### src/hdl/fpr_pkg.sv
// Shared constants and types for the framed packet receiver.
package fpr_pkg;

  localparam logic [7:0]  STX_BYTE      = 8'h02;
  localparam logic [7:0]  ETX_BYTE      = 8'h03;
  localparam logic [15:0] TIMEOUT_RESET = 16'd100;
  localparam int          QUEUE_DEPTH   = 4;

  localparam logic [1:0] KIND_HEADER  = 2'd0;
  localparam logic [1:0] KIND_PAYLOAD = 2'd1;
  localparam logic [1:0] KIND_GOOD    = 2'd2;
  localparam logic [1:0] KIND_BAD     = 2'd3;

  typedef struct packed {
    logic [7:0] data;
    logic       resync;
  } q_entry_t;

endpackage

### src/hdl/fpr_front.sv
// Front end: timeout register, idle tick counter and byte classification.
module fpr_front import fpr_pkg::*; (
  input  logic        clk,
  input  logic        rst,
  input  logic        in_valid,
  output logic        in_ready,
  input  logic        action,
  input  logic [7:0]  rx_byte,
  input  logic        cfg_valid,
  output logic        cfg_ready,
  input  logic [15:0] cfg_data,
  input  logic        q_full,
  output logic        q_push,
  output q_entry_t    q_entry
);

  logic [15:0] timeout_ticks;
  logic [15:0] idle_ticks;
  logic        tick_accept;

  assign cfg_ready   = 1'b1;
  assign in_ready    = !q_full;
  assign tick_accept = in_valid && in_ready && action;
  assign q_push      = in_valid && in_ready && !action;

  assign q_entry.data   = rx_byte;
  assign q_entry.resync = (idle_ticks >= timeout_ticks);

  always_ff @(posedge clk) begin
    if (rst) begin
      timeout_ticks <= TIMEOUT_RESET;
      idle_ticks    <= '0;
    end else begin
      if (cfg_valid && cfg_ready) begin
        timeout_ticks <= cfg_data;
      end
      // The count saturates at the timeout; a lowered timeout leaves it as is.
      if (q_push) begin
        idle_ticks <= '0;
      end else if (tick_accept && (idle_ticks < timeout_ticks)) begin
        idle_ticks <= idle_ticks + 16'd1;
      end
    end
  end

endmodule

### src/hdl/fpr_queue.sv
// Short queue of classified bytes between the front end and the parser.
module fpr_queue import fpr_pkg::*; #(
  parameter int DEPTH = QUEUE_DEPTH
) (
  input  logic     clk,
  input  logic     rst,
  input  logic     push,
  input  q_entry_t push_entry,
  input  logic     pop,
  output q_entry_t pop_entry,
  output logic     full,
  output logic     empty
);

  localparam int AW = (DEPTH > 1) ? $clog2(DEPTH) : 1;
  localparam int CW = $clog2(DEPTH + 1);

  q_entry_t        mem [DEPTH];
  logic [AW-1:0]   wr_ptr;
  logic [AW-1:0]   rd_ptr;
  logic [CW-1:0]   count;

  assign full      = (count == CW'(DEPTH));
  assign empty     = (count == '0);
  assign pop_entry = mem[rd_ptr];

  always_ff @(posedge clk) begin
    if (push) begin
      mem[wr_ptr] <= push_entry;
    end
  end

  always_ff @(posedge clk) begin
    if (rst) begin
      wr_ptr <= '0;
      rd_ptr <= '0;
      count  <= '0;
    end else begin
      if (push) begin
        wr_ptr <= (wr_ptr == AW'(DEPTH - 1)) ? '0 : wr_ptr + AW'(1);
      end
      if (pop) begin
        rd_ptr <= (rd_ptr == AW'(DEPTH - 1)) ? '0 : rd_ptr + AW'(1);
      end
      if (push && !pop) begin
        count <= count + CW'(1);
      end else if (pop && !push) begin
        count <= count - CW'(1);
      end
    end
  end

endmodule

### src/hdl/fpr_back.sv
// Back end: frame parser state machine and the output register.
module fpr_back import fpr_pkg::*; (
  input  logic        clk,
  input  logic        rst,
  input  logic        q_empty,
  input  q_entry_t    q_entry,
  output logic        q_pop,
  output logic        out_valid,
  input  logic        out_ready,
  output logic [1:0]  event_kind,
  output logic [7:0]  payload_byte,
  output logic [15:0] payload_index,
  output logic [7:0]  command_code,
  output logic [7:0]  option_code,
  output logic [15:0] payload_length,
  output logic        aborted
);

  typedef enum logic [2:0] {
    WAIT_STX, WAIT_CMD, WAIT_OPT, WAIT_LEN_LO,
    WAIT_LEN_HI, WAIT_DATA, WAIT_SUM, WAIT_ETX
  } state_t;

  state_t      state, state_next;
  logic [7:0]  running_xor, running_xor_next;
  logic [7:0]  received_xor, received_xor_next;
  logic [7:0]  command_reg, command_reg_next;
  logic [7:0]  option_reg, option_reg_next;
  logic [15:0] length_reg, length_reg_next;
  logic [15:0] byte_index, byte_index_next;
  logic [1:0]  kind_next;
  logic [7:0]  pbyte_next;
  logic [15:0] pidx_next;
  logic        abort_next;
  state_t      cur;
  logic [7:0]  b;

  assign q_pop = !q_empty && (!out_valid || out_ready);
  assign b     = q_entry.data;

  always_comb begin
    // A timed-out byte is handled as if the parser were waiting for STX.
    cur               = q_entry.resync ? WAIT_STX : state;
    abort_next        = q_entry.resync && (state != WAIT_STX);
    state_next        = cur;
    running_xor_next  = running_xor;
    received_xor_next = received_xor;
    command_reg_next  = command_reg;
    option_reg_next   = option_reg;
    length_reg_next   = length_reg;
    byte_index_next   = byte_index;
    kind_next         = KIND_HEADER;
    pbyte_next        = '0;
    pidx_next         = '0;
    case (cur)
      WAIT_STX: begin
        if (b == STX_BYTE) begin
          running_xor_next = '0;
          state_next       = WAIT_CMD;
        end
      end
      WAIT_CMD: begin
        command_reg_next = b;
        running_xor_next = running_xor ^ b;
        state_next       = WAIT_OPT;
      end
      WAIT_OPT: begin
        option_reg_next  = b;
        running_xor_next = running_xor ^ b;
        state_next       = WAIT_LEN_LO;
      end
      WAIT_LEN_LO: begin
        length_reg_next  = {8'h00, b};
        running_xor_next = running_xor ^ b;
        state_next       = WAIT_LEN_HI;
      end
      WAIT_LEN_HI: begin
        length_reg_next  = {b, length_reg[7:0]};
        running_xor_next = running_xor ^ b;
        if ({b, length_reg[7:0]} != 16'd0) begin
          byte_index_next = '0;
          state_next      = WAIT_DATA;
        end else begin
          state_next      = WAIT_SUM;
        end
      end
      WAIT_DATA: begin
        kind_next        = KIND_PAYLOAD;
        pbyte_next       = b;
        pidx_next        = byte_index;
        running_xor_next = running_xor ^ b;
        byte_index_next  = byte_index + 16'd1;
        if ((byte_index + 16'd1) == length_reg) begin
          state_next = WAIT_SUM;
        end
      end
      WAIT_SUM: begin
        received_xor_next = b;
        state_next        = WAIT_ETX;
      end
      WAIT_ETX: begin
        kind_next  = ((b == ETX_BYTE) && (running_xor == received_xor)) ? KIND_GOOD
                                                                          : KIND_BAD;
        state_next = WAIT_STX;
      end
      default: begin
        state_next = WAIT_STX;
      end
    endcase
  end

  always_ff @(posedge clk) begin
    if (rst) begin
      state        <= WAIT_STX;
      running_xor  <= '0;
      received_xor <= '0;
      command_reg  <= '0;
      option_reg   <= '0;
      length_reg   <= '0;
      byte_index   <= '0;
      out_valid    <= 1'b0;
    end else if (q_pop) begin
      state        <= state_next;
      running_xor  <= running_xor_next;
      received_xor <= received_xor_next;
      command_reg  <= command_reg_next;
      option_reg   <= option_reg_next;
      length_reg   <= length_reg_next;
      byte_index   <= byte_index_next;
      out_valid    <= 1'b1;
    end else if (out_ready) begin
      out_valid    <= 1'b0;
    end
  end

  always_ff @(posedge clk) begin
    if (q_pop) begin
      event_kind     <= kind_next;
      payload_byte   <= pbyte_next;
      payload_index  <= pidx_next;
      command_code   <= command_reg_next;
      option_code    <= option_reg_next;
      payload_length <= length_reg_next;
      aborted        <= abort_next;
    end
  end

endmodule

### src/hdl/framed_packet_receiver.sv
// Top level of the framed packet receiver: front end, byte queue and parser.
// An accepted byte is written into the queue and then into the output register.
// Throughput: one beat per cycle in and out while out_ready is high; ticks need no slot.
// The queue (QUEUE_DEPTH_P entries) and the output register absorb output stalls.
// Reset (rst, synchronous) empties the queue and output, sets the timeout to 100
// and puts the parser in the wait-for-STX state with all registers cleared.
module framed_packet_receiver import fpr_pkg::*; #(
  parameter int QUEUE_DEPTH_P = QUEUE_DEPTH
) (
  input  logic        clk,
  input  logic        rst,
  input  logic        in_valid,
  output logic        in_ready,
  input  logic        action,
  input  logic [7:0]  rx_byte,
  input  logic        cfg_valid,
  output logic        cfg_ready,
  input  logic [15:0] cfg_data,
  output logic        out_valid,
  input  logic        out_ready,
  output logic [1:0]  event_kind,
  output logic [7:0]  payload_byte,
  output logic [15:0] payload_index,
  output logic [7:0]  command_code,
  output logic [7:0]  option_code,
  output logic [15:0] payload_length,
  output logic        aborted
);

  q_entry_t push_entry;
  q_entry_t pop_entry;
  logic     q_push;
  logic     q_pop;
  logic     q_full;
  logic     q_empty;

  fpr_front u_front (
    .clk       (clk),
    .rst       (rst),
    .in_valid  (in_valid),
    .in_ready  (in_ready),
    .action    (action),
    .rx_byte   (rx_byte),
    .cfg_valid (cfg_valid),
    .cfg_ready (cfg_ready),
    .cfg_data  (cfg_data),
    .q_full    (q_full),
    .q_push    (q_push),
    .q_entry   (push_entry)
  );

  fpr_queue #(
    .DEPTH (QUEUE_DEPTH_P)
  ) u_queue (
    .clk        (clk),
    .rst        (rst),
    .push       (q_push),
    .push_entry (push_entry),
    .pop        (q_pop),
    .pop_entry  (pop_entry),
    .full       (q_full),
    .empty      (q_empty)
  );

  fpr_back u_back (
    .clk            (clk),
    .rst            (rst),
    .q_empty        (q_empty),
    .q_entry        (pop_entry),
    .q_pop          (q_pop),
    .out_valid      (out_valid),
    .out_ready      (out_ready),
    .event_kind     (event_kind),
    .payload_byte   (payload_byte),
    .payload_index  (payload_index),
    .command_code   (command_code),
    .option_code    (option_code),
    .payload_length (payload_length),
    .aborted        (aborted)
  );

endmodule

### config.mk
export PLATFORM = sky130hd
export DESIGN_NAME = framed_packet_receiver
export DESIGN_NICKNAME = d
export VERILOG_FILES = /design/src/hdl/fpr_pkg.sv /design/src/hdl/fpr_front.sv /design/src/hdl/fpr_queue.sv /design/src/hdl/fpr_back.sv /design/src/hdl/framed_packet_receiver.sv
export SDC_FILE = /design/constraint.sdc
export NUM_CORES = 1
export LEC_CHECK = 0
export BUFFER_PORTS_ARGS = -buffer_cell sky130_fd_sc_hd__buf_2
export CELL_PAD_IN_SITES_DETAIL_PLACEMENT = 2
export CELL_PAD_IN_SITES_GLOBAL_PLACEMENT = 2
export CORE_AREA = 2 2 167 169
export DETAILED_ROUTE_END_ITERATION = 10
export DIE_AREA = 0 0 169 171
export GPL_TIMING_DRIVEN = 1
export PLACE_DENSITY_LB_ADDON = 0.12
export SYNTH_ARGS = -nofsm -noshare
export SYNTH_HDL_FRONTEND = slang
export SYNTH_HIERARCHICAL = 1
export SYNTH_SLANG_ARGS = --single-unit
### constraint.sdc
create_clock -name clk -period 3.5 [get_ports clk]
set_input_delay 0.35 -clock clk [delete_from_list [all_inputs] [get_ports clk]]
set_output_delay 0.35 -clock clk [all_outputs]
set_load 0.02 [all_outputs]
== Word-level counts from Yosys, hierarchy flattened ==
Memory sizes are Yosys's and may differ from the RTL's. A register that Yosys moved wholly into a read port is not among the register bits.
Index checks and enable logic that the tools add are counted.
Word-level totals
  output and inout port bits: 62
  memories kept: 1
  bits in writable memories: 36
  input port bits: 30
  logic and storage cells: 99
  flip-flop bits (word level): 166
Cells by class
  bitwise logic cells: 1
  $add $sub $neg: 6
  multiplexer cells: 24
  equality and inequality tests: 16
  order comparisons: 2
  reduce and logical (&&, ||, !) cells: 29
Memory list
  u_queue.mem: words 4, bits a word 9, read ports 1, clocked after memory_dff 1, wr ports 1, RTL line fpr_queue.sv:18  | q_entry_t mem [DEPTH];
Operator list (number)
  16-bit one-hot mux with 2 select lines: 2
  16-bit by 1-bit adder with 16-bit output, second input constant: 2
  8-bit 2-to-1 mux: 3
  3-bit one-hot mux with 8 select lines: 1
  16-bit == test: 1
  8-bit by 2-bit == test with 1-bit output, second input constant: 2
  16-bit greater-or-equal comparator: 1
  16-bit less-than comparator: 1
  16-bit 2-to-1 mux: 1
  8-bit one-hot mux with 2 select lines: 1
  16-bit nonzero test: 1
  3-bit == test, second input constant: 5
  3-bit 2-to-1 mux: 5
  2-bit 2-to-1 mux: 5
  1-bit logical AND: 9
  8-bit == test: 1
  2-bit nonzero test: 4
  8-bit XOR: 1
  3-bit by 2-bit == test with 1-bit output, second input constant: 2
  1-bit zero test: 6
  3-bit zero test: 2
  3-bit AND reduction: 2
  1-bit 2-to-1 mux: 5
  5-bit OR reduction: 1
  11 further kinds: 14

== Depth between registers and ports, before layout ==
Gate-level depths: netlist (run 1).
  depth in word-level cells: 8
  depth in mapped cells: 14
  depth with buffers taken out: 11

== Cells and area by module ==
Netlist (run 1), hierarchy kept.
Modules (own cells, without submodules)
  fpr_back: area an instance 5764.3 µm², cells an instance 562, instances 1, sequential area each 3133.0 µm²
  fpr_front: area an instance 1839.3 µm², cells an instance 216, instances 1, sequential area each 640.6 µm²
  fpr_queue: area an instance 1740.4 µm², cells an instance 91, instances 1, sequential area each 1261.2 µm²

== Worst setup path before layout (run 1) ==
Ideal clock, no wire load.
  path type: register -> register
  start: reg u_queue.count[1]
  end: reg u_queue.count[2]
  arrival: 3.162 ns
  path slack: 0.268 ns
  data required time: 3.430 ns
  setup time: 0.070 ns
  cell stages (with the launch flop): 15
  clock period less this slack: 3.232 ns
  path buffers: 3
  cells stage by stage: dfxtp_1 -> nor3_1 -> inv_1 -> nand2_1 -> clkbuf_1 -> inv_1 -> buf_2 -> buf_2 -> inv_1 -> ha_1 -> inv_1 -> fa_1 -> xor2_1 -> or3_1 -> a21oi_1
Between the ends
  elaborated cells on any way between the ends: 16
  classes of those cells: add/sub (2); eq/ne (1); mux (2); reduce/logical (11)
RTL lines
  start, declared: RTL line fpr_queue.sv:21  | logic [CW-1:0] count;
  start signal, assigned: RTL line fpr_queue.sv:46  | count <= count + CW'(1);
  start signal, assigned: RTL line fpr_queue.sv:48  | count <= count - CW'(1);
  3-bit zero test (*): RTL line fpr_queue.sv:24  | assign empty = (count == '0);
  net q_empty: RTL line framed_packet_receiver.sv:35  | logic q_empty;
  1-bit zero test (*): RTL line fpr_back.sv:38  | assign q_pop = !q_empty && (!out_valid || out_ready);
  1-bit logical AND (*): RTL line fpr_back.sv:38
  net q_pop: RTL line framed_packet_receiver.sv:33  | logic q_pop;
  1-bit zero test: RTL line fpr_queue.sv:45  | if (push && !pop) begin
  1-bit logical AND: RTL line fpr_queue.sv:45
  3-bit 2-to-1 mux or 2-bit nonzero test (tied branches)
Mark *: on every way through the listed nets, which the timed path passes. The rest lies on a longest branch. The select of a mux whose other input is x is not followed.
A chain may end at the register's enable or synchronous reset.

==> reports/summary.log, run 1 <==
qor: detailed_routing.firstDrtPassIters 4
qor: finish.largest_register_ffs 36
qor: critical_path.critPathLaunchType flop
qor: yosys.post_synth.cell_area_avg 10.8 um^2
qor: grt.antenna_found_initial 0
qor: detailed_routing.drt_iter0_markers 279
qor: grt.grt_first_pass_wirelength 43400 um
qor: place.place.gp.congestion 0.835
qor: finish.final_layout_size_suffix_gt1_frac 0.200
qor: yosys.syn_inst 869
qor: sta.relSlewSlack 0.356
qor: yosys.synthesis.yosys.warnings 6
qor: floorplanning.core_area 27300 um^2
qor: detailed_routing.vias 6923
qor: detailed_routing.drc 0
qor: finish.antenna-diode-count 0
qor: pwr.peakVddDrop 0.000377 V
qor: grt.globalRoute.totalOverflow 0
qor: finish.design.final.nets 1003
qor: yosys.synth-main-ff-cell dfxtp_1
qor: detailed_routing.detail_route.vias_per_cell 5.28
qor: sta.finalHoldViolCount 0
qor: pwr.power_density 777 nW/um^2
qor: floorplanning.die_height 171 um
qor: sta.setup_tns_final 0 ns
qor: floorplanning.effective_utilization_at_floorplan 0.342
qor: finish.area_growth_syn_to_layout 16.2%
qor: detailed_routing.drtAntennaViolNets 0
qor: yosys.ys_seq_elements 204
qor: clocking.clock_tree.root_cell clkbuf_16
qor: detailed_routing.drt-total-wl 27200 um
qor: grt.largest_net_degree_at_the_start_of_global_routing 69
qor: finish.layout_cell_area_excl_fill 10900 um^2
qor: place.place.detailed.hpwl 19100 um
qor: yosys.synth_edf_count 95
qor: critical_path.critical_path.slowest_cell mux4_2
qor: clocking.gates_resized_cts_repair 0
qor: pwr.total_leakage_power 4.20 nW
qor: finish.most_frequent_standard_cell_in_the_layout_excluding_fill_and_tap_cells dfxtp_1
qor: floorplanning.ios 92
qor: floorplanning.fp.dieW 169 um
qor: critical_path.path_depth 7
qor: clocking.clk-insertion-delay-late 0.52 ns
qor: run_status.outcome finished clean
qor: grt.grt_pass1_vias 7620
qor: finish.largest_reg_by_ff_count u_queue/mem
qor: critical_path.endpoint_of_the_worst_setup_timing_path u_back/running_xor[6]
qor: clocking.clock_path_buffers 3
qor: sta.setup-violations-final 0
qor: yosys.seq_area_frac_synth 0.539
qor: critical_path.crit_required 3.88 ns
qor: sta.worst_hold_slack 0.0493 ns
qor: sta.clock.fmax 322 MHz
qor: yosys.synth.top_cells.by_area edfxtp_1, dfxtp_1, nand2_1
qor: clocking.tritoncts_clock_tree done
qor: yosys.ys_async_sr_fraction 0
qor: clocking.cts_hold_repair.buffers 0
qor: critical_path.worst_reg_to_reg_cells 7
qor: critical_path.crit_path_cell_trace mux4_2, nor4_1, nand4b_1, a211oi_4, nand2_1, xor2_1, nor2_1
qor: clocking.clk_transition_reported_paths 0.06 ns
qor: sta.grt_setup_unrepaired no
qor: pwr.total_power 8.44 mW
qor: yosys.post_synth_instance_area 9340 um^2
qor: floorplanning.dieArea 28900 um^2
qor: critical_path.timing.critical_path.arrival 3.48 ns
qor: place.preCtsSetupSlack 0.463 ns
qor: critical_path.setup.reg_to_reg.worst_slack 0.39 ns
qor: clocking.cts-buffers-inserted 24
qor: sta.finalClockSkew 0.00694 ns
qor: critical_path.path_buf_inv 0
qor: yosys.unique_cell_type_count_in_the_yosys_netlist 68
qor: yosys.leading_area_contributor_after_synthesis edfxtp_1
qor: clocking.cts-htree-levels 1
qor: yosys.net_count_after_synthesis 924
qor: critical_path.critical_path.max_stage_delay 0.73 ns
qor: sta.layout_min_cycle_time 3.11 ns
qor: place.placed_cell_area 10100 um^2
qor: clocking.clock_sink_count 204
qor: sta.min_period_over_period 0.888
qor: critical_path.crit_type reg2reg
qor: sta.finalWorstSetupSlack 0.392 ns
qor: critical_path.critical_path.top_delay_family simple AND/OR/NAND/NOR gates
qor: critical_path.crit_path_max_fanout 8
qor: min_path.holdCritPathClass in2reg
qor: place.port_buffers 90
qor: grt.groute.usage.overall 0.191
qor: detailed_routing.avgRoutedWirePerCell 20.8 um
qor: critical_path.critical_path.endpoint_type flop
qor: yosys.post-synth-top-area-fraction 0.305
qor: sta.worst-slew-pin-transition 0.965 ns
qor: sta.report.final.slew_viol_count 0
qor: critical_path.regToRegEndpoint u_back/running_xor[6]
qor: finish.most-common-layout-cells dfxtp_1, edfxtp_1, buf_2, nand2_1, nor2_1
qor: clocking.cts.repair_timing.setup_buffer_count 0
qor: flow_run.max_cap_violations 0
qor: floorplanning.num_rows 61
-- routing by layer --
metal	vias up	global-route usage	wire, um
met5	-	0	0
met4	0	0.0461	515
met3	36	0.0275	877
met2	100	0.360	14500
met1	3529	0.228	11400
li1	3258	-	-
-- layout make-up --
cell class	instances	area, um^2
Tap cell	346	433
Fill cell	2932	16500
Inverter	30	114
Clock inverter	10	97.6
Timing Repair Buffer	108	586
Clock buffer	34	679
Multi-Input combinational cell	580	3920
Sequential cell	204	5030
-- power breakdown --
| group | switching [mW] | internal (mW) |
|---|---|---|
| Clock | 0.991 | 1.49 |
| Sequential | 0.283 | 3.11 |
| Combinational | 1.78 | 0.780 |
-- how the worst min path moves through the flow --
stage	from	endpoint	slack, ns	cells past startpoint
2_1_floorplan	rst	u_queue/count[2]	0.42	1
3_3_place_gp	u_back/command_reg[1]	u_back/command_reg[1]	0.44	2
3_5_place_dp	u_back/command_reg[7]	u_back/command_reg[7]	0.45	2
4_1_cts	cfg_data[5]	u_front/timeout_ticks[5]	0.02	3
5_1_grt	rx_byte[1]	u_queue/mem[3][2]	0.05	1
6_report	cfg_data[5]	u_front/timeout_ticks[5]	0.05	3
-- metrics by stage --
stage / instances / util
after floorplan: 869 / -
after global placement: 1268 / 0.369
after detailed placement: 1268 / 0.369
after CTS: 1312 / 0.398
after global routing: 1312 / 0.398
final: 1312 / 0.398
-- logic make-up after synthesis --
group           share of synthesized area
xor+xnor                           0.0431
mux                                0.0807
flops                               0.539
simple gates                        0.175
compound gates                     0.0857
other cells                      0.000401
buf+inv                            0.0419
fa+ha+maj                          0.0343
-- Yosys cell counts, types with 2 or more instances --
cell type  instances
mux4_2             9
a21oi_1           60
xor2_1            22
o31ai_1           10
buf_2             15
nor2_1            76
or4_1              9
a22oi_1            6
nor2b_1            3
or3_1              9
nand2b_1           5
xnor2_1           24
buf_4             10
edfxtp_1          95
buf_1              4
a22o_1             8
inv_1             30
nand3b_1           2
nand3_1           24
and4_1             4
o21ai_1            6
nand2_1           87
or3_4              2
o21ai_0            8
nand4_1           11
clkbuf_1          23
nor3_1            28
o21a_1             2
and2_1             9
nor3_2             2
nor4_1             8
dfxtp_1          109
mux2_2            25
nor3b_1            3
mux2i_1           27
ha_1              24
a21o_1             9
buf_6              2
o211ai_1           4
and3_1            27
-- worst register-to-register path, delay by kind of cell (launching register included) --
kind             cells  cell delay, ns
AND/OR/NAND/NOR      4            0.98
multiplexers         1            0.74
flip-flops           1            0.60
AO/OA/AOI/OAI        1            0.46
XOR/XNOR             1            0.20
Power figures use the tool's default switching activity.
==> run 2, diff against run 1 <==
- CORE_AREA: 2 2 167 169 -> 2 2 165 167
- DIE_AREA: 0 0 169 171 -> 0 0 167 169
- PLACE_DENSITY_LB_ADDON: 0.12 -> 0.1
- clock period: 3.5 -> 3.7 ns (I/O delays scaled with it)
==> run 2 against run 1 <==
- core utilization rose by 0.97 points
- die area fell by 2.3%
- cell count fell by 0.84%
- routed wire length rose by 0.30%
- sequential power fell by 5%
- power fell by 6.8%
- via count fell by 1.5%
- clock-buffer cell count fell by 1
- sequential share of layout area rose by 0.31 points
==> reports/summary.log, run 2 (synthesized netlist as in run 1, its figures left out) <==
qor: clocking.cts-buffers-inserted 23
qor: detailed_routing.drt_iter0_markers 312
qor: clocking.clock_path_buffers 3
qor: clocking.cts_hold_repair.buffers 0
qor: detailed_routing.firstDrtPassIters 4
qor: critical_path.timing.critical_path.arrival 3.55 ns
qor: grt.largest_net_degree_at_the_start_of_global_routing 58
qor: finish.final_layout_size_suffix_gt1_frac 0.198
qor: grt.antenna_found_initial 0
qor: sta.layout_min_cycle_time 3.18 ns
qor: floorplanning.core_area 26500 um^2
qor: pwr.power_frac_comb 0.304
qor: pwr.power_density 729 nW/um^2
qor: pwr.switching_share 0.366
qor: place.placed_cell_area 10000 um^2
qor: clocking.tritoncts_clock_tree done
qor: critical_path.critPathLaunchType flop
qor: finish.total_area_of_multi_input_combinational_cells 3920 um^2
qor: grt.groute.usage.overall 0.195
qor: finish.layout.filler_cells 2819
qor: finish.largest_reg_by_ff_count u_queue/mem
qor: finish.sequential_cell_area 5030 um^2
qor: clocking.clock_tree.root_cell clkbuf_16
qor: critical_path.critical_path.slowest_cell dfxtp_1
qor: clocking.cts.repair_timing.setup_buffer_count 0
qor: critical_path.crit_path_cell_trace mux4_2, nor4_1, nand2_1, o21ai_2, buf_4, nor3_1, o21ai_0, a21oi_1
qor: place.place.detailed.hpwl 19300 um
qor: floorplanning.num_rows 60
qor: run_status.outcome finished clean
qor: place.port_buffers 90
qor: detailed_routing.avgRoutedWirePerCell 21.0 um
qor: finish.most-common-layout-cells dfxtp_1, edfxtp_1, buf_2, nand2_1, nor2_1
qor: detailed_routing.drt-total-wl 27300 um
qor: pwr.internal-power 4.98 mW
qor: detailed_routing.detail_route.vias_per_cell 5.24
qor: flow_run.max_cap_violations 0
qor: sta.setup-violations-final 0
qor: sta.worst-slew-pin-transition 0.997 ns
qor: pwr.total_power 7.86 mW
qor: critical_path.critical_path.max_stage_delay 0.72 ns
qor: clocking.clock_sink_count 204
qor: floorplanning.effective_utilization_at_floorplan 0.353
qor: place.place.gp.congestion 0.804
qor: clocking.clk-insertion-delay-late 0.51 ns
qor: min_path.holdCritPathClass in2reg
qor: critical_path.crit_type reg2reg
qor: critical_path.crit_path_max_fanout 13
qor: clocking.cts-htree-levels 1
qor: floorplanning.dieArea 28200 um^2
qor: critical_path.path_buf_inv 1
qor: detailed_routing.drtAntennaViolNets 0
qor: critical_path.crit_required 4.07 ns
qor: detailed_routing.drc 0
qor: finish.area_growth_syn_to_layout 15.5%
qor: floorplanning.fp.dieW 167 um
qor: sta.min_period_over_period 0.859
qor: sta.grt_setup_unrepaired no
qor: finish.most_frequent_standard_cell_in_the_layout_excluding_fill_and_tap_cells dfxtp_1
qor: finish.largest_register_ffs 36
qor: pwr.share_seq_of_total_power 0.410
qor: sta.finalClockSkew 0.0150 ns
qor: clocking.gates_resized_cts_repair 0
qor: sta.finalHoldViolCount 0
qor: floorplanning.die_height 169 um
qor: floorplanning.ios 92
qor: clocking.clk_transition_reported_paths 0.06 ns
qor: critical_path.critical_path.endpoint_type flop
qor: critical_path.critical_path.top_delay_family flip-flops
qor: grt.grt_pass1_vias 7677
qor: sta.report.final.slew_viol_count 0
qor: grt.grt_first_pass_wirelength 43700 um
qor: pwr.portion_of_total_power_attributed_to_the_clock_network 0.286
qor: finish.design.final.nets 998
qor: pwr.peakVddDrop 0.000343 V
qor: sta.setup_tns_final 0 ns
qor: detailed_routing.vias 6820
qor: sta.relSlewSlack 0.335
qor: pwr.total_leakage_power 4.16 nW
qor: finish.antenna-diode-count 0
qor: finish.layout_cell_area_excl_fill 10800 um^2
qor: grt.globalRoute.totalOverflow 0
qor: pwr.power.switching 2.88 mW
qor: sta.clock.fmax 315 MHz
==> run 2: cell types whose count changed in the layout (fill, tap and decap cells not counted) <==
cell,previous run,this run
clkinvlp_4,0,1
clkbuf_1,7,5
clkbuf_16,25,23
buf_4,18,14
clkinv_1,2,1
bufinv_16,2,1
inv_6,0,2
clkinv_2,7,5
clkbuf_8,2,5
==> run 2: metal layers <==
layer,GRT usage,up-vias,share of wire
met5,0,-,0
met4,0.0375,0,0.015
met3,0.0306,31,0.034
met2,0.367,94,0.52
met1,0.236,3453,0.43
li1,-,3242,-
==> run 2: cell type report <==
type	count	share of cell area
tap	341	0.0395
sequential	204	0.467
clock inverter	9	0.00731
inverter	30	0.0106
multi-input combinational	580	0.363
timing repair buffer	104	0.0515
clock buffer	33	0.0615
==> run 2: path summary, 6_finish.rpt <==
kind                               from                     to  slack, ns  cells after the start
hold / removal               rx_byte[5]      u_queue/mem[2][6]       0.08                      1
setup reg to reg                   flop   u_back/byte_index[7]       0.52                      8
hold reg to reg   u_back/command_reg[1]  u_back/command_reg[1]       0.45                      2
setup / recovery                   flop   u_back/byte_index[7]       0.52                      8
==> run 2: power by group through the flow <==
stage | sequential (mW) | clock (mW) | combinational [mW]
floorplan | 3.59 | 0 | 1.17
global placement | 3.26 | 0 | 2.35
detailed placement | 3.28 | 0 | 2.42
CTS | 3.24 | 2.33 | 2.44
global route | 3.29 | 2.42 | 2.60
finish | 3.23 | 2.25 | 2.39
==> run 2: per-stage QoR <==
stage                     std cells  worst slack (ns)  hold WS, ns  utilization
after floorplan                 869             0.468        0.434            -
after global placement         1259             0.604        0.439        0.379
after detailed placement       1259             0.516        0.449        0.379
final                          1301             0.523       0.0758        0.407
after global routing           1301             0.201       0.0686        0.407
after CTS                      1301             0.484       0.0491        0.407
==> run 3, diff against run 2 <==
- ABC_AREA: not set -> 1
- CORE_AREA: 2 2 165 167 -> 2 2 168 170
- DIE_AREA: 0 0 167 169 -> 0 0 170 172
==> run 3 against run 2 <==
- worst hold slack got worse by 0.024 ns
- sequential cell count stayed put
- clock-buffer cell count grew 6
- worst setup slack improved by 0.15 ns
- clock skew is 0.0037 ns lower
- cell area rose by 3.7%
- non-clock buffer count is 3 lower
==> reports/summary.log, run 3 <==
qor: sta.min_period_over_period 0.818
qor: yosys.most_common_cell_in_the_synthesized_netlist nand2_1
qor: floorplanning.dieArea 29200 um^2
qor: floorplanning.die_height 172 um
qor: finish.final_layout_size_suffix_gt1_frac 0.156
qor: sta.finalClockSkew 0.0113 ns
qor: sta.grt_setup_unrepaired no
qor: yosys.netlist_top_cells_count nand2_1, inv_1, nor2_1
qor: yosys.unique_cell_type_count_in_the_yosys_netlist 47
qor: detailed_routing.drt_iter0_markers 330
qor: floorplanning.num_rows 61
qor: clocking.tritoncts_clock_tree done
qor: grt.antenna_found_initial 0
qor: clocking.clock_tree.root_cell clkbuf_16
qor: pwr.switching_share 0.380
qor: sta.relSlewSlack 0.442
qor: clocking.cts.repair_timing.setup_buffer_count 0
qor: yosys.post-synth-top-area-fraction 0.294
qor: clocking.cts_hold_repair.buffers 0
qor: detailed_routing.drc 0
qor: finish.number_of_standard_cells_in_the_final_layout_excluding_fillers 1587
qor: floorplanning.fp.dieW 170 um
qor: grt.globalRoute.totalOverflow 0
qor: floorplanning.ios 92
qor: sta.finalWorstSetupSlack 0.673 ns
qor: finish.largest_register_ffs 36
qor: sta.setup-violations-final 0
qor: yosys.syn_inst 1135
qor: yosys.synthesis.yosys.warnings 6
qor: critical_path.critical_path.endpoint_type flop
qor: yosys.post_synth_instance_area 9700 um^2
qor: place.dpl_cells 1541
qor: yosys.synth_edf_count 95
qor: clocking.cts-buffers-inserted 25
qor: yosys.ys_seq_elements 204
qor: critical_path.crit_path_max_fanout 19
qor: grt.largest_net_degree_at_the_start_of_global_routing 56
qor: yosys.ys_async_sr_fraction 0
qor: clocking.cts-htree-levels 1
qor: finish.antenna-diode-count 0
qor: finish.area_growth_syn_to_layout 15.3%
qor: sta.clock.fmax 330 MHz
qor: yosys.synth-main-ff-cell dfxtp_1
qor: yosys.leading_area_contributor_after_synthesis edfxtp_1
qor: finish.largest_reg_by_ff_count u_queue/mem
qor: detailed_routing.drt-total-wl 29000 um
qor: clocking.clk_transition_reported_paths 0.06 ns
qor: place.place.detailed.hpwl 21000 um
qor: detailed_routing.drtAntennaViolNets 0
qor: detailed_routing.avgRoutedWirePerCell 18.3 um
qor: finish.most_frequent_standard_cell_in_the_layout_excluding_fill_and_tap_cells nand2_1
qor: finish.total_area_of_multi_input_combinational_cells 3790 um^2
qor: clocking.clk-insertion-delay-late 0.54 ns
qor: floorplanning.core_area 27500 um^2
qor: sta.finalHoldViolCount 0
qor: yosys.seq_area_frac_synth 0.519
qor: place.port_buffers 90
qor: detailed_routing.detail_route.vias_per_cell 5.06
qor: clocking.clock_path_buffers 3
qor: place.place.gp.congestion 0.779
qor: floorplanning.effective_utilization_at_floorplan 0.353
qor: critical_path.timing.critical_path.arrival 3.48 ns
qor: place.preCtsSetupSlack 0.630 ns
qor: critical_path.critPathLaunchType flop
qor: finish.sequential_cell_area 5030 um^2
qor: pwr.total_leakage_power 4.62 nW
qor: flow_run.max_cap_violations 0
qor: clocking.gates_resized_cts_repair 0
qor: critical_path.crit_required 4.16 ns
qor: finish.layout.filler_cells 3131
qor: pwr.share_seq_of_total_power 0.404
qor: detailed_routing.vias 8033
qor: finish.design.final.nets 1277
qor: finish.most-common-layout-cells nand2_1, inv_1, nor2_1, dfxtp_1, o21ai_0
qor: run_status.outcome finished clean
qor: detailed_routing.firstDrtPassIters 4
qor: pwr.portion_of_total_power_attributed_to_the_clock_network 0.281
qor: sta.report.final.slew_viol_count 0
qor: sta.layout_min_cycle_time 3.03 ns
qor: sta.setup_tns_final 0 ns
qor: critical_path.crit_type reg2reg
qor: pwr.power_density 725 nW/um^2
qor: pwr.power.switching 3.08 mW
qor: grt.grt_first_pass_wirelength 46500 um
qor: yosys.post_synth.cell_area_avg 8.55 um^2
qor: yosys.synth.top_cells.by_area edfxtp_1, dfxtp_1, nand2_1
qor: grt.groute.usage.overall 0.201
qor: clocking.clock_sink_count 204
qor: sta.worst-slew-pin-transition 0.836 ns
qor: grt.grt_pass1_vias 8638
qor: pwr.peakVddDrop 0.000371 V
qor: min_path.holdCritPathClass in2reg
qor: pwr.power_frac_comb 0.315
qor: pwr.internal-power 5.03 mW
qor: yosys.net_count_after_synthesis 1190
==> run 3: worst max-delay path: stages, from the launching register on <==
cell     delay [ns]
dfxtp_1        0.73
o21ai_0        0.23
o22ai_2        0.30
inv_1          0.21
nand2_1        0.16
nor3_1         0.06
nand3_1        0.09
inv_1          0.04
nand4_1        0.13
nand3_4        0.26
nor2_4         0.43
nand3_1        0.13
a21oi_1        0.15
==> run 3: power groups by stage <==
stage	sequential (mW)	clock (mW)	combinational, mW
after global placement	3.31	0	2.48
final	3.28	2.28	2.55
after floorplan	3.69	0	1.25
after detailed placement	3.34	0	2.58
after global routing	3.34	2.43	2.84
after CTS	3.30	2.35	2.60
==> run 3: area by class of cell <==
class / count / area share
Timing Repair Buffer: 101 / 0.0487
Clock buffer: 39 / 0.0624
Tap cell: 346 / 0.0387
Multi-Input combinational cell: 723 / 0.338
Inverter: 167 / 0.0568
Sequential cell: 204 / 0.450
Clock inverter: 7 / 0.00514
==> run 3: per-stage QoR <==
step	utilization	hold slack, ns	power, mW	area, um^2
2_1_floorplan	-	0.421	4.94	9710
3_3_place_gp	0.380	0.438	5.79	10400
3_5_place_dp	0.380	0.449	5.91	10400
4_1_cts	0.407	0.0320	8.25	11200
5_1_grt	0.407	0.0445	8.62	11200
6_report	0.407	0.0519	8.11	11200
==> run 3: final timing paths <==
kind,slack [ns],startpoint,to,cells past startpoint
setup / recovery,0.67,flop,u_back/byte_index[13],12
hold / removal,0.05,rx_byte[0],u_queue/mem[0][1],1
setup reg to reg,0.67,flop,u_back/byte_index[13],12
hold reg to reg,0.46,u_back/running_xor[2],u_back/running_xor[2],1
==> run 3: kinds of logic after synthesis <==
logic type      count (synthesis)  share of synthesized area
fa+ha+maj                      25                     0.0330
xor+xnor                       16                     0.0159
compound gates                238                      0.136
flops                         204                      0.519
other cells                     1                   0.000386
buf+inv                       208                     0.0917
simple gates                  443                      0.204
==> run 3: per-layer routing <==
layer	vias up	routed length (um)	global-route usage
met5	-	0	0
li1	3940	-	-
met4	0	562	0.0509
met3	42	896	0.0275
met2	119	14600	0.372
met1	3932	13000	0.248
